--- src/sjfd_pkg.sv ---
// ----------------------------------------------------------------------------
// sjfd_pkg
// Shared types and constants of the shortest-job-first dispatcher.
// ----------------------------------------------------------------------------
`default_nettype none

package sjfd_pkg;

	localparam int DEFAULT_READY_DEPTH = 16;

	localparam int JOB_W   = 8;
	localparam int BURST_W = 16;
	localparam int TIME_W  = 32;

	localparam logic [TIME_W-1:0] TIME_MAX = '1;

	// command codes
	localparam logic CMD_TICK   = 1'b0;
	localparam logic CMD_ARRIVE = 1'b1;

	// status codes
	localparam logic STATUS_DISPATCH = 1'b0;
	localparam logic STATUS_REJECT   = 1'b1;

	// one ready-table entry
	typedef struct packed {
		logic [JOB_W-1:0]   job;
		logic [BURST_W-1:0] burst;
		logic [TIME_W-1:0]  arrival;
	} slot_t;

endpackage

`default_nettype wire

--- src/sjfd_cmd_if.sv ---
// ----------------------------------------------------------------------------
// sjfd_cmd_if
// Command channel: tick or job arrival, valid/ready handshake.
// ----------------------------------------------------------------------------
`default_nettype none

interface sjfd_cmd_if;
	logic                        valid;
	logic                        ready;
	logic                        command;
	logic [sjfd_pkg::JOB_W-1:0]   job_id;
	logic [sjfd_pkg::BURST_W-1:0] burst_length;

	modport source (output valid, command, job_id, burst_length, input ready);
	modport sink   (input valid, command, job_id, burst_length, output ready);
endinterface

`default_nettype wire

--- src/sjfd_res_if.sv ---
// ----------------------------------------------------------------------------
// sjfd_res_if
// Result channel: dispatch report or arrival reject, valid/ready handshake.
// ----------------------------------------------------------------------------
`default_nettype none

interface sjfd_res_if;
	logic                       valid;
	logic                       ready;
	logic                       status;
	logic [sjfd_pkg::JOB_W-1:0]  out_job_id;
	logic [sjfd_pkg::TIME_W-1:0] completion_time;
	logic [sjfd_pkg::TIME_W-1:0] turnaround_time;
	logic [sjfd_pkg::TIME_W-1:0] waiting_time;

	modport source (output valid, status, out_job_id, completion_time,
		turnaround_time, waiting_time, input ready);
	modport sink   (input valid, status, out_job_id, completion_time,
		turnaround_time, waiting_time, output ready);
endinterface

`default_nettype wire

--- src/sjfd_table.sv ---
// ----------------------------------------------------------------------------
// sjfd_table
// Ready-table memory: one write port, one read port with registered data.
// ----------------------------------------------------------------------------
`default_nettype none

module sjfd_table #(
	parameter int READY_DEPTH = sjfd_pkg::DEFAULT_READY_DEPTH,
	localparam int IDX_W = $clog2(READY_DEPTH)
) (
	input  wire                   clk,
	input  wire                   wr_en,
	input  wire [IDX_W-1:0]       wr_addr,
	input  wire sjfd_pkg::slot_t  wr_data,
	input  wire [IDX_W-1:0]       rd_addr,
	output sjfd_pkg::slot_t       rd_data
);
	import sjfd_pkg::*;

	slot_t mem [READY_DEPTH];
	slot_t rd_data_q;

	always_ff @(posedge clk) begin
		if (wr_en) begin
			mem[wr_addr] <= wr_data;
		end
	end

	always_ff @(posedge clk) begin
		rd_data_q <= mem[rd_addr];
	end

	assign rd_data = rd_data_q;

endmodule

`default_nettype wire

--- src/shortest_job_first_dispatcher_unit.sv ---
// ----------------------------------------------------------------------------
// shortest_job_first_dispatcher_unit
// Non-preemptive shortest-job-first dispatcher with a compact ready table.
// ----------------------------------------------------------------------------
//  channel | dir | handshake   | payload
//  cmd     | in  | valid/ready | command, job_id, burst_length
//  res     | out | valid/ready | status, out_job_id, completion_time,
//          |     |             | turnaround_time, waiting_time
//
//  An accepted arrival, or a tick that dispatches nothing, is handled in
//  the idle state; a rejected arrival goes on to the emit step.
//  A dispatching tick reads one held table entry per cycle for the
//  minimum scan, does the time math in one adder (COMP, TURN, WTIME),
//  then makes one move per cycle to close the gap in the table.
//  A result sits in the output register; a new item is taken meanwhile and
//  waits in the emit step only if it has a result of its own.
//  Reset empties the table and clears time and the busy count at once.
// ----------------------------------------------------------------------------
`default_nettype none

module shortest_job_first_dispatcher_unit #(
	parameter int READY_DEPTH = sjfd_pkg::DEFAULT_READY_DEPTH
) (
	input  wire      clk,
	input  wire      arst_n,
	sjfd_cmd_if.sink cmd,
	sjfd_res_if.source res
);
	import sjfd_pkg::*;

	localparam int IDX_W = $clog2(READY_DEPTH);
	localparam int OCC_W = $clog2(READY_DEPTH + 1);

	localparam logic [2:0] ST_IDLE  = 3'd0;
	localparam logic [2:0] ST_SCAN  = 3'd1;
	localparam logic [2:0] ST_COMP  = 3'd2;
	localparam logic [2:0] ST_TURN  = 3'd3;
	localparam logic [2:0] ST_WTIME = 3'd4;
	localparam logic [2:0] ST_SHIFT = 3'd5;
	localparam logic [2:0] ST_EMIT  = 3'd6;

	logic [2:0]         state_q;
	logic [OCC_W-1:0]   occ_q;
	logic [BURST_W-1:0] busy_q;
	logic [TIME_W-1:0]  now_q;
	logic [IDX_W-1:0]   scan_q;
	logic [IDX_W-1:0]   best_q;
	logic [IDX_W-1:0]   sh_q;
	slot_t              best_ent_q;

	logic               res_status_q;
	logic [JOB_W-1:0]   res_job_q;
	logic [TIME_W-1:0]  comp_q;
	logic [TIME_W-1:0]  turn_q;
	logic [TIME_W-1:0]  wtime_q;

	logic               out_valid_q;
	logic               out_status_q;
	logic [JOB_W-1:0]   out_job_q;
	logic [TIME_W-1:0]  out_comp_q;
	logic [TIME_W-1:0]  out_turn_q;
	logic [TIME_W-1:0]  out_wtime_q;

	logic               tbl_wr_en;
	logic [IDX_W-1:0]   tbl_wr_addr;
	slot_t              tbl_wr_data;
	logic [IDX_W-1:0]   tbl_rd_addr;
	slot_t              tbl_rd_data;

	logic               accept;
	logic               out_load;
	logic               full;
	logic               can_dispatch;
	logic               scan_take;
	logic               scan_last;
	logic               shift_more;
	logic [TIME_W-1:0]  alu_a;
	logic [TIME_W-1:0]  alu_b;
	logic               alu_sub;
	logic [TIME_W:0]    alu_sum;
	logic [TIME_W-1:0]  now_next;

	assign cmd.ready    = (state_q == ST_IDLE);
	assign accept       = cmd.valid && cmd.ready;
	assign out_load     = (state_q == ST_EMIT) && (!out_valid_q || res.ready);
	assign full         = (occ_q == OCC_W'(READY_DEPTH));
	assign can_dispatch = (busy_q == '0) && (occ_q != '0);
	assign scan_take    = (scan_q == '0) || (tbl_rd_data.burst < best_ent_q.burst);
	assign scan_last    = (OCC_W'(scan_q) + OCC_W'(1)) == occ_q;
	assign shift_more   = (OCC_W'(sh_q) + OCC_W'(1)) < occ_q;
	assign now_next     = (now_q == TIME_MAX) ? now_q : now_q + TIME_W'(1);

	// shared adder for the time math; carry out on a subtract means no borrow
	always_comb begin
		unique case (state_q)
			ST_TURN: begin
				alu_a   = comp_q;
				alu_b   = best_ent_q.arrival;
				alu_sub = 1'b1;
			end
			ST_WTIME: begin
				alu_a   = turn_q;
				alu_b   = TIME_W'(best_ent_q.burst);
				alu_sub = 1'b1;
			end
			default: begin
				alu_a   = now_q;
				alu_b   = TIME_W'(best_ent_q.burst);
				alu_sub = 1'b0;
			end
		endcase
	end

	assign alu_sum = {1'b0, alu_a} + {1'b0, (alu_sub ? ~alu_b : alu_b)}
		+ (TIME_W + 1)'(alu_sub);

	// table access
	always_comb begin
		tbl_wr_en   = 1'b0;
		tbl_wr_addr = occ_q[IDX_W-1:0];
		tbl_wr_data = '{job: cmd.job_id, burst: cmd.burst_length, arrival: now_q};
		tbl_rd_addr = '0;
		unique case (state_q)
			ST_IDLE: begin
				tbl_wr_en = accept && (cmd.command == CMD_ARRIVE) && !full;
			end
			ST_SCAN: begin
				tbl_rd_addr = scan_q + IDX_W'(1);
			end
			ST_WTIME: begin
				tbl_rd_addr = best_q + IDX_W'(1);
			end
			ST_SHIFT: begin
				tbl_wr_en   = shift_more;
				tbl_wr_addr = sh_q;
				tbl_wr_data = tbl_rd_data;
				tbl_rd_addr = sh_q + IDX_W'(1) + IDX_W'(1);
			end
			default: begin
				tbl_rd_addr = '0;
			end
		endcase
	end

	sjfd_table #(
		.READY_DEPTH(READY_DEPTH)
	) u_table (
		.clk     (clk),
		.wr_en   (tbl_wr_en),
		.wr_addr (tbl_wr_addr),
		.wr_data (tbl_wr_data),
		.rd_addr (tbl_rd_addr),
		.rd_data (tbl_rd_data)
	);

	// sequencer and control state
	always_ff @(posedge clk or negedge arst_n) begin
		if (!arst_n) begin
			state_q <= ST_IDLE;
			occ_q   <= '0;
			busy_q  <= '0;
			now_q   <= '0;
			scan_q  <= '0;
			best_q  <= '0;
			sh_q    <= '0;
		end else begin
			unique case (state_q)
				ST_IDLE: begin
					if (accept) begin
						if (cmd.command == CMD_ARRIVE) begin
							if (full) begin
								state_q <= ST_EMIT;
							end else begin
								occ_q <= occ_q + OCC_W'(1);
							end
						end else if (can_dispatch) begin
							scan_q  <= '0;
							state_q <= ST_SCAN;
						end else begin
							if (busy_q != '0) begin
								busy_q <= busy_q - BURST_W'(1);
							end
							now_q <= now_next;
						end
					end
				end
				ST_SCAN: begin
					if (scan_take) begin
						best_q <= scan_q;
					end
					if (scan_last) begin
						state_q <= ST_COMP;
					end else begin
						scan_q <= scan_q + IDX_W'(1);
					end
				end
				ST_COMP: begin
					state_q <= ST_TURN;
				end
				ST_TURN: begin
					state_q <= ST_WTIME;
				end
				ST_WTIME: begin
					sh_q    <= best_q;
					state_q <= ST_SHIFT;
				end
				ST_SHIFT: begin
					if (shift_more) begin
						sh_q <= sh_q + IDX_W'(1);
					end else begin
						// drop the entry, load busy count and advance time
						occ_q   <= occ_q - OCC_W'(1);
						busy_q  <= (best_ent_q.burst == '0) ? '0
							: best_ent_q.burst - BURST_W'(1);
						now_q   <= now_next;
						state_q <= ST_EMIT;
					end
				end
				ST_EMIT: begin
					if (out_load) begin
						state_q <= ST_IDLE;
					end
				end
				default: begin
					state_q <= ST_IDLE;
				end
			endcase
		end
	end

	// result assembly
	always_ff @(posedge clk) begin
		if (state_q == ST_IDLE && accept && cmd.command == CMD_ARRIVE && full) begin
			res_status_q <= STATUS_REJECT;
			res_job_q    <= cmd.job_id;
			comp_q       <= '0;
			turn_q       <= '0;
			wtime_q      <= '0;
		end
		if (state_q == ST_SCAN && scan_take) begin
			best_ent_q <= tbl_rd_data;
		end
		if (state_q == ST_COMP) begin
			comp_q <= alu_sum[TIME_W] ? TIME_MAX : alu_sum[TIME_W-1:0];
		end
		if (state_q == ST_TURN) begin
			turn_q <= alu_sum[TIME_W-1:0];
		end
		if (state_q == ST_WTIME) begin
			wtime_q <= alu_sum[TIME_W] ? alu_sum[TIME_W-1:0] : '0;
		end
		if (state_q == ST_SHIFT && !shift_more) begin
			res_status_q <= STATUS_DISPATCH;
			res_job_q    <= best_ent_q.job;
		end
	end

	// output register
	always_ff @(posedge clk or negedge arst_n) begin
		if (!arst_n) begin
			out_valid_q <= 1'b0;
		end else if (out_load) begin
			out_valid_q <= 1'b1;
		end else if (res.ready) begin
			out_valid_q <= 1'b0;
		end
	end

	always_ff @(posedge clk) begin
		if (out_load) begin
			out_status_q <= res_status_q;
			out_job_q    <= res_job_q;
			out_comp_q   <= comp_q;
			out_turn_q   <= turn_q;
			out_wtime_q  <= wtime_q;
		end
	end

	assign res.valid           = out_valid_q;
	assign res.status          = out_status_q;
	assign res.out_job_id      = out_job_q;
	assign res.completion_time = out_comp_q;
	assign res.turnaround_time = out_turn_q;
	assign res.waiting_time    = out_wtime_q;

endmodule

`default_nettype wire
--- src/flat_wrapper.sv ---
// flat-port wrapper written by rule: the top's interface ports become plain ports
module shortest_job_first_dispatcher_unit_flat import sjfd_pkg::*;
#(
	parameter int READY_DEPTH = sjfd_pkg::DEFAULT_READY_DEPTH
)
  (clk, arst_n, cmd_valid, cmd_command, cmd_job_id, cmd_burst_length, cmd_ready, res_valid, res_status, res_out_job_id, res_completion_time, res_turnaround_time, res_waiting_time, res_ready);
  sjfd_cmd_if cmd_i ();
  sjfd_res_if res_i ();
  input  wire clk;
  input  wire arst_n;
  input wire logic [$bits(cmd_i.valid)-1:0] cmd_valid;
  input wire logic [$bits(cmd_i.command)-1:0] cmd_command;
  input wire logic [$bits(cmd_i.job_id)-1:0] cmd_job_id;
  input wire logic [$bits(cmd_i.burst_length)-1:0] cmd_burst_length;
  output wire logic [$bits(cmd_i.ready)-1:0] cmd_ready;
  output wire logic [$bits(res_i.valid)-1:0] res_valid;
  output wire logic [$bits(res_i.status)-1:0] res_status;
  output wire logic [$bits(res_i.out_job_id)-1:0] res_out_job_id;
  output wire logic [$bits(res_i.completion_time)-1:0] res_completion_time;
  output wire logic [$bits(res_i.turnaround_time)-1:0] res_turnaround_time;
  output wire logic [$bits(res_i.waiting_time)-1:0] res_waiting_time;
  input wire logic [$bits(res_i.ready)-1:0] res_ready;
  assign cmd_i.valid = cmd_valid;
  assign cmd_i.command = cmd_command;
  assign cmd_i.job_id = cmd_job_id;
  assign cmd_i.burst_length = cmd_burst_length;
  assign cmd_ready = cmd_i.ready;
  assign res_valid = res_i.valid;
  assign res_status = res_i.status;
  assign res_out_job_id = res_i.out_job_id;
  assign res_completion_time = res_i.completion_time;
  assign res_turnaround_time = res_i.turnaround_time;
  assign res_waiting_time = res_i.waiting_time;
  assign res_i.ready = res_ready;
  shortest_job_first_dispatcher_unit #(.READY_DEPTH(READY_DEPTH)) u_core (.clk(clk), .arst_n(arst_n), .cmd(cmd_i), .res(res_i));
endmodule
--- config.mk ---
export PLATFORM = sky130hd
export DESIGN_NAME = shortest_job_first_dispatcher_unit_flat
export DESIGN_NICKNAME = d
export VERILOG_FILES = /design/src/sjfd_pkg.sv /design/src/sjfd_cmd_if.sv /design/src/sjfd_res_if.sv /design/src/sjfd_table.sv /design/src/shortest_job_first_dispatcher_unit.sv /design/src/flat_wrapper.sv
export SDC_FILE = /design/constraint.sdc
export NUM_CORES = 1
export LEC_CHECK = 0
export ABC_AREA = 0
export BUFFER_PORTS_ARGS = -buffer_cell sky130_fd_sc_hd__buf_4
export CORE_AREA = 2 2 411 290
export DETAILED_ROUTE_END_ITERATION = 10
export DIE_AREA = 0 0 413 292
export PLACE_DENSITY = 0.69
export SYNTH_ARGS = -nofsm -noshare
export SYNTH_HDL_FRONTEND = slang
export SYNTH_SLANG_ARGS = --single-unit
--- constraint.sdc ---
create_clock -name clk -period 8 [get_ports clk]
set_input_delay 0.4 -clock clk [delete_from_list [all_inputs] [get_ports clk]]
set_output_delay 0.4 -clock clk [all_outputs]
set_load 0.1 [all_outputs]
==> results of run 1 <==
[path summary, 6_finish.rpt]
kind	start	end	slack [ns]
worst max-delay path	u_core.state_q[0]	u_core.comp_q[31]	2.36
worst min-delay path	cmd_job_id[5]	u_core.res_job_q[5]	0.04
worst max register to register	u_core.state_q[0]	u_core.comp_q[31]	2.36
worst min register to register	u_core.wtime_q[9]	u_core.res.waiting_time[9]	0.42
max in group asynchronous	arst_n	u_core.now_q[25]	6.97
min in group asynchronous	arst_n	u_core.busy_q[7]	0.36
[per-stage QoR]
stage | hold WS (ns) | instance area [um2] | setup WS [ns]
2_1_floorplan | 0.104 | 52200 | 2.38
3_3_place_gp | 0.404 | 55300 | 2.51
3_5_place_dp | 0.405 | 55300 | 2.49
4_1_cts | 0.00236 | 59300 | 2.46
5_1_grt | 0.0215 | 59300 | 1.88
6_report | 0.0363 | 59300 | 2.36
[state kept, by name (all words and copies together), names as in the netlist, 5 cells and up]
register / count
u_core.busy_q: 16
u_core.now_q: 32
u_core.res.completion_time: 32
u_core.turn_q: 32
u_core.res.turnaround_time: 32
u_core.occ_q: 5
u_core.res.out_job_id: 8
u_core.res_job_q: 8
u_core.best_ent_q: 56
u_core.u_table.rd_data: 56
u_core.u_table.mem: 896
u_core.comp_q: 32
u_core.wtime_q: 32
u_core.res.waiting_time: 32
[power breakdown]
group	switching (W)	internal (W)
Combinational	0.00579	0.00372
Clock	0.00244	0.00332
Sequential	0.000628	0.00889
Total	0.00885	0.0159
[kinds of logic (layout without fill, tap and decap cells)]
group / count (synthesis) / count (layout) / share of synthesized area (%)
DFF: 1287 / 1287 / 72.3
and+or+nand+nor: 665 / 665 / 5.65
muxes: 412 / 412 / 13.3
AOI/OAI and AO/OA: 319 / 319 / 3.86
buffers and inverters: 196 / 484 / 1.65
xor gates and xnor gates: 100 / 100 / 1.68
adders and majority gates: 62 / 62 / 1.52
[what timing repair did]
action / 4_1_cts / 5_1_grt
endpoints found under the setup margin: 0 / 0
endpoints found under the hold margin: 72 / 0
hold buffers: 4 / 0
[area by class of cell]
type | instances | area (um2)
well taps | 1551 | 1940
clock buffers | 160 | 3300
multi-input cells | 1558 | 13800
fillers | 9311 | 57300
inverters | 51 | 193
clock inverters | 69 | 734
flip-flops and latches | 1287 | 37700
repair buffers | 204 | 1670
[per-layer routing]
metal | vias to the layer above | track usage (%) | wire, um
met5 | - | 0 | 0
met4 | 0 | 4.22 | 2220
met3 | 167 | 3.69 | 10400
met2 | 1241 | 29.4 | 53900
met1 | 14600 | 31.0 | 54400
li1 | 12200 | - | -
[cell usage after synthesis (7+ instances only)]
cell	count	area, um2
buf_4	11	82.6
inv_1	49	184
mux4_2	224	5040
dfrtp_1	69	1730
o31ai_1	7	52.6
ha_1	60	751
dfxtp_1	57	1140
clkbuf_1	59	221
nor2b_1	13	81.3
a21o_1	16	120
a31oi_1	41	257
nor2_1	170	638
nor3_1	28	140
edfxtp_1	1161	34900
nand4_1	19	119
a21oi_1	79	395
xnor2_1	78	683
o21ai_0	86	430
or3_1	9	56.3
and2_1	7	43.8
buf_2	63	315
o22ai_1	9	56.3
mux2i_1	170	1700
a22o_1	10	87.6
nand2_1	328	1230
buf_1	11	41.3
and3_1	13	81.3
nand3_1	30	150
mux2_2	17	191
xor2_1	22	193
==> flow_summary.ini, run 1 <==
[status]
status = complete, no violations

[synthesis]
synth_cell_types = 84
ys_seq_elements = 1287
yosys_most_used_dff = edfxtp_1
count_of_yosys_warnings_during_synthesis = 0
synth_fp_nets = 3132
synth_edf_count = 1161
ys_seq_area_share_pct = 72.3
synth.avg_cell_area_um2 = 17.2
post_synth_inst_count = 3041
ys_async_sr_fraction_pct = 5.36
synthesized_cell_area_mm2 = 0.0522

[layout]
finalCoreUtilization_pct = 50.9
number_of_cells_in_the_finished_layout_apart_from_fillers = 4880
finalNetCount = 3313
share_of_final_layout_standard_cells_stronger_than_drive_strength_1_pct = 20.3
layout_common_cells = edfxtp_1, nand2_1, mux4_2
antenna-diode-count = 0
final_common_cell = edfxtp_1
area_delta_synth_final_pct = 13.7

[timing]
worst_clock_skew_ns = 0.0396
worstMarginPinSlew_ns = 1.31
relSlewSlack_pct = 12.4
report.final.setup_viol = 0
maxSlewViolCount = 0
fin_tns_setup_ns = 0
fmax_mhz = 177
report.final.hold_viol_count = 0
fin_crit_ns = 5.64
layout_worst_path_cycle_share_pct = 70.5
rsz0062_at_grt = no

[drt]
route.detailed.vias_per_inst = 5.78
avgRoutedWirePerCell_um = 24.8
detail_route.drc_violations = 0
routed-via-count = 28200
detailedRoute.firstIterationViolations = 3528
postRouteAntennaNets = 0
detail_route.first_pass.iterations = 7
wirelength_um = 121000

[hold_path]
worst_hold_path.num_cells = 2
worstHoldPathType = input pin to flip-flop

[clock_network]
tritoncts_clock_tree = done
cts_buf_count = 120
cts_setup_buffers = 0
cts.repair.resized = 0
cts_root_buf = clkbuf_16
cts_sink_cnt = 1287
ctsHtreeMaxLevel = 3
clock_latency_ns = 0.72
cts-root-to-sink-buffers = 3
clock_transition_time_at_the_flip_flop_clock_pins_of_the_worst_setup_and_hold_paths_ns = 0.07

[critical_path]
critPathSlowestCell = nand2_1
critical_path_cell_count = 14
required_ns = 8.40
critical_path_cell_by_cell = nor2_1 > nand2_2 > buf_4 > nor2_1 > a31oi_1 > ha_1 > a21oi_1 > nor2_1 > a211oi_1 > o21ai_0 > a32oi_1 > nand3_1 > nand2_1 > a311oi_1
critical-path-max-stage-delay_ns = 0.97
crit_path_frequent_cell = nor2_1
crit_fanout = 51
setup.worst_path.start_class = flip-flop
reg2regPathDepth = 14
worst_ep_arrival_time_ns = 6.03
crit_family = simple AND/OR/NAND/NOR gates
end_kind = flip-flop
timing.critical_path.buf_inv = 1
timing.setup.critical_path_class = flip-flop to flip-flop

[flow_run]
count_of_max_cap_constraint_violations = 0

[floorplanning]
floorplan.initialDensity_pct = 44.7
core_area_mm2 = 0.117
fp.dieArea_mm2 = 0.121
die_x_um = 413
num_rows = 105
io-pin-count = 136
die_height_um = 292

[placed_design]
portBuffers = 135
place.detailed.instances = 4647
place_hpwl_um = 71300
gp_congestion = 0.927

[global_route]
antenna_found_initial = 3
gr-total-overflow = 0
grt_pass1_wl_um = 180000
grt_pass1_vias = 27200
globalRouteTotalUtil_pct = 20.0
grt_max_degree = 113

[pwr]
power.density_mw_per_mm2 = 418
total_power_w = 0.0248
ir_drop_v = 0.000437
cellLeakagePower_nw = 21.0
(Power assumes the default switching activity.)
==> run 2: changes to the inputs <==
--- a/config.mk
+++ b/config.mk
@@ -10,7 +10,7 @@
 export CORE_AREA = 2 2 411 290
 export DETAILED_ROUTE_END_ITERATION = 10
 export DIE_AREA = 0 0 413 292
-export PLACE_DENSITY = 0.69
+export PLACE_DENSITY = 0.66
 export SYNTH_ARGS = -nofsm -noshare
 export SYNTH_HDL_FRONTEND = slang
 export SYNTH_SLANG_ARGS = --single-unit
==> constraint.sdc (replaced) <==
create_clock -name clk -period 5.2 [get_ports clk]
set_input_delay 0.26 -clock clk [delete_from_list [all_inputs] [get_ports clk]]
set_output_delay 0.26 -clock clk [all_outputs]
set_load 0.1 [all_outputs]
==> flow_summary.ini, run 2 (synthesized netlist as in run 1, its figures left out) <==
[global_route]
grt_max_degree = 97
gr-total-overflow = 0
grt_pass1_vias = 27200
globalRouteTotalUtil_pct = 20.4
antenna_found_initial = 4
grt_pass1_wl_um = 183000

[drt]
routed-via-count = 28100
wirelength_um = 123000
detail_route.first_pass.iterations = 5
avgRoutedWirePerCell_um = 25.2
detailedRoute.firstIterationViolations = 3021
detail_route.drc_violations = 0
route.detailed.vias_per_inst = 5.74
postRouteAntennaNets = 0

[timing]
report.final.setup_viol = 0
worstMarginPinSlew_ns = 1.06
relSlewSlack_pct = 28.6
fin_crit_ns = 4.59
layout_worst_path_cycle_share_pct = 88.2
fmax_mhz = 218
rsz0062_at_grt = no
fin_tns_setup_ns = 0
maxSlewViolCount = 0
report.final.hold_viol_count = 0
worst_clock_skew_ns = 0.0359

[clock_network]
clock_latency_ns = 0.71
cts_buf_count = 119
cts_setup_buffers = 0
tritoncts_clock_tree = done
ctsHtreeMaxLevel = 3
cts-root-to-sink-buffers = 3
cts_root_buf = clkbuf_16
clock_transition_time_at_the_flip_flop_clock_pins_of_the_worst_setup_and_hold_paths_ns = 0.06
cts_sink_cnt = 1287
cts.repair.resized = 0
cts_hold_buf = 11

[layout]
fillerInstances = 9353
largest_reg_flops = 896
number_of_cells_in_the_finished_layout_apart_from_fillers = 4890
largest_register = u_core.u_table.mem
area_delta_synth_final_pct = 14.7
layout_common_cells = edfxtp_1, nand2_1, mux4_2
finalNetCount = 3330
fin_area_mm2 = 0.0598
share_of_final_layout_standard_cells_stronger_than_drive_strength_1_pct = 20.9
final_common_cell = edfxtp_1

[critical_path]
required_ns = 5.75
end_kind = flip-flop
critical_path_cell_by_cell = buf_4 > nor3b_4 > buf_4 > xnor2_1 > nand2_1 > o21ai_0 > inv_1 > fa_1 > nor2b_1 > o2111ai_1 > and3_1 > nor2_1 > a32oi_1 > nand3_1 > nand3_1 > buf_12 > nor2_1
critical-path-max-stage-delay_ns = 0.56
timing.setup.critical_path_class = flip-flop to flip-flop
setup.worst_path.start_class = flip-flop
worst_ep_arrival_time_ns = 5.13
crit_fanout = 20
critPathSlowestCell = nor3b_4

[placed_design]
placed_area_mm2 = 0.0555
place_hpwl_um = 72200
portBuffers = 135
place.detailed.instances = 4658
gp_congestion = 0.912

[status]
status = complete, no violations

[floorplanning]
die_x_um = 413
num_rows = 105
die_height_um = 292
fp.dieArea_mm2 = 0.121
io-pin-count = 136
floorplan.initialDensity_pct = 44.7
core_area_mm2 = 0.117

[hold_path]
worstHoldPathType = input pin to flip-flop

[pwr]
power.density_mw_per_mm2 = 646
cellLeakagePower_nw = 21.2
ir_drop_v = 0.000588

[flow_run]
count_of_max_cap_constraint_violations = 0
run 2: cell count changes in the layout (fill, tap and decap cells not counted), moves of 3 or more:
cell / delta
clkinv_1: -10
clkinv_2: -3
inv_6: +4
buf_4: -4
clkbuf_1: -10
dlygate4sd3_1: +7
clkbuf_8: +6
bufinv_16: +6
buf_12: +15
clkbuf_16: -3
run 2: final timing paths:
check	startpoint	to	slack [ns]	cells past startpoint
min in group asynchronous	arst_n	u_core.best_q[3]	0.25	2
worst max register to register	u_core.state_q[1]	u_core.wtime_q[19]	0.61	17
worst max-delay path	u_core.state_q[1]	u_core.wtime_q[19]	0.61	17
worst min-delay path	cmd_valid	u_core.occ_q[0]	0.16	4
max in group asynchronous	arst_n	u_core.now_q[12]	4.30	2
worst min register to register	u_core.wtime_q[9]	u_core.res.waiting_time[9]	0.42	0
run 2: metrics by stage:
| stage | worst slack (ns) | hold WS (ns) | util [%] | total power [W] |
|---|---|---|---|---|
| after floorplan | 0.393 | -0.0356 | - | 0.0255 |
| after global placement | 0.769 | 0.400 | 47.6 | 0.0296 |
| after detailed placement | 0.726 | 0.405 | 47.6 | 0.0296 |
| after CTS | 0.639 | 0.122 | 51.3 | 0.0389 |
| after global routing | 0.227 | 0.184 | 51.3 | 0.0406 |
| final | 0.614 | 0.159 | 51.3 | 0.0387 |
run 2: where the power goes:
part	internal, W	total, W	switching (W)
Combinational	0.00579	0.0149	0.00912
Sequential	0.0137	0.0146	0.000877
Clock	0.00539	0.00920	0.00380
run 2: metal layers:
metal	vias to the layer above	share of wire [%]	track usage (%)
met1	14500	46	31.8
met3	146	8.4	4.13
met4	0	1.9	4.26
met2	1168	44	29.6
met5	-	0	0
li1	12300	-	-
run 2: cell type report:
class / instances / area (um2) / share of cell area, %
multi-input cells: 1558 / 13800 / 23.0
flip-flops and latches: 1287 / 37700 / 63.1
inverters: 51 / 193 / 0.322
repair buffers: 222 / 2010 / 3.35
diodes: 1 / 2.50 / 0.00418
clock buffers: 153 / 3270 / 5.46
clock inverters: 67 / 921 / 1.54
well taps: 1551 / 1940 / 3.24
run 2: worst max-delay path: cells and delay by family, from the launching register on:
kind,cells,cell delay [ns]
xor gates and xnor gates,1,0.13
buffers and inverters,4,1.00
DFF,1,0.51
and+or+nand+nor,8,1.97
AOI/OAI and AO/OA,3,0.42
adders and majority gates,1,0.41
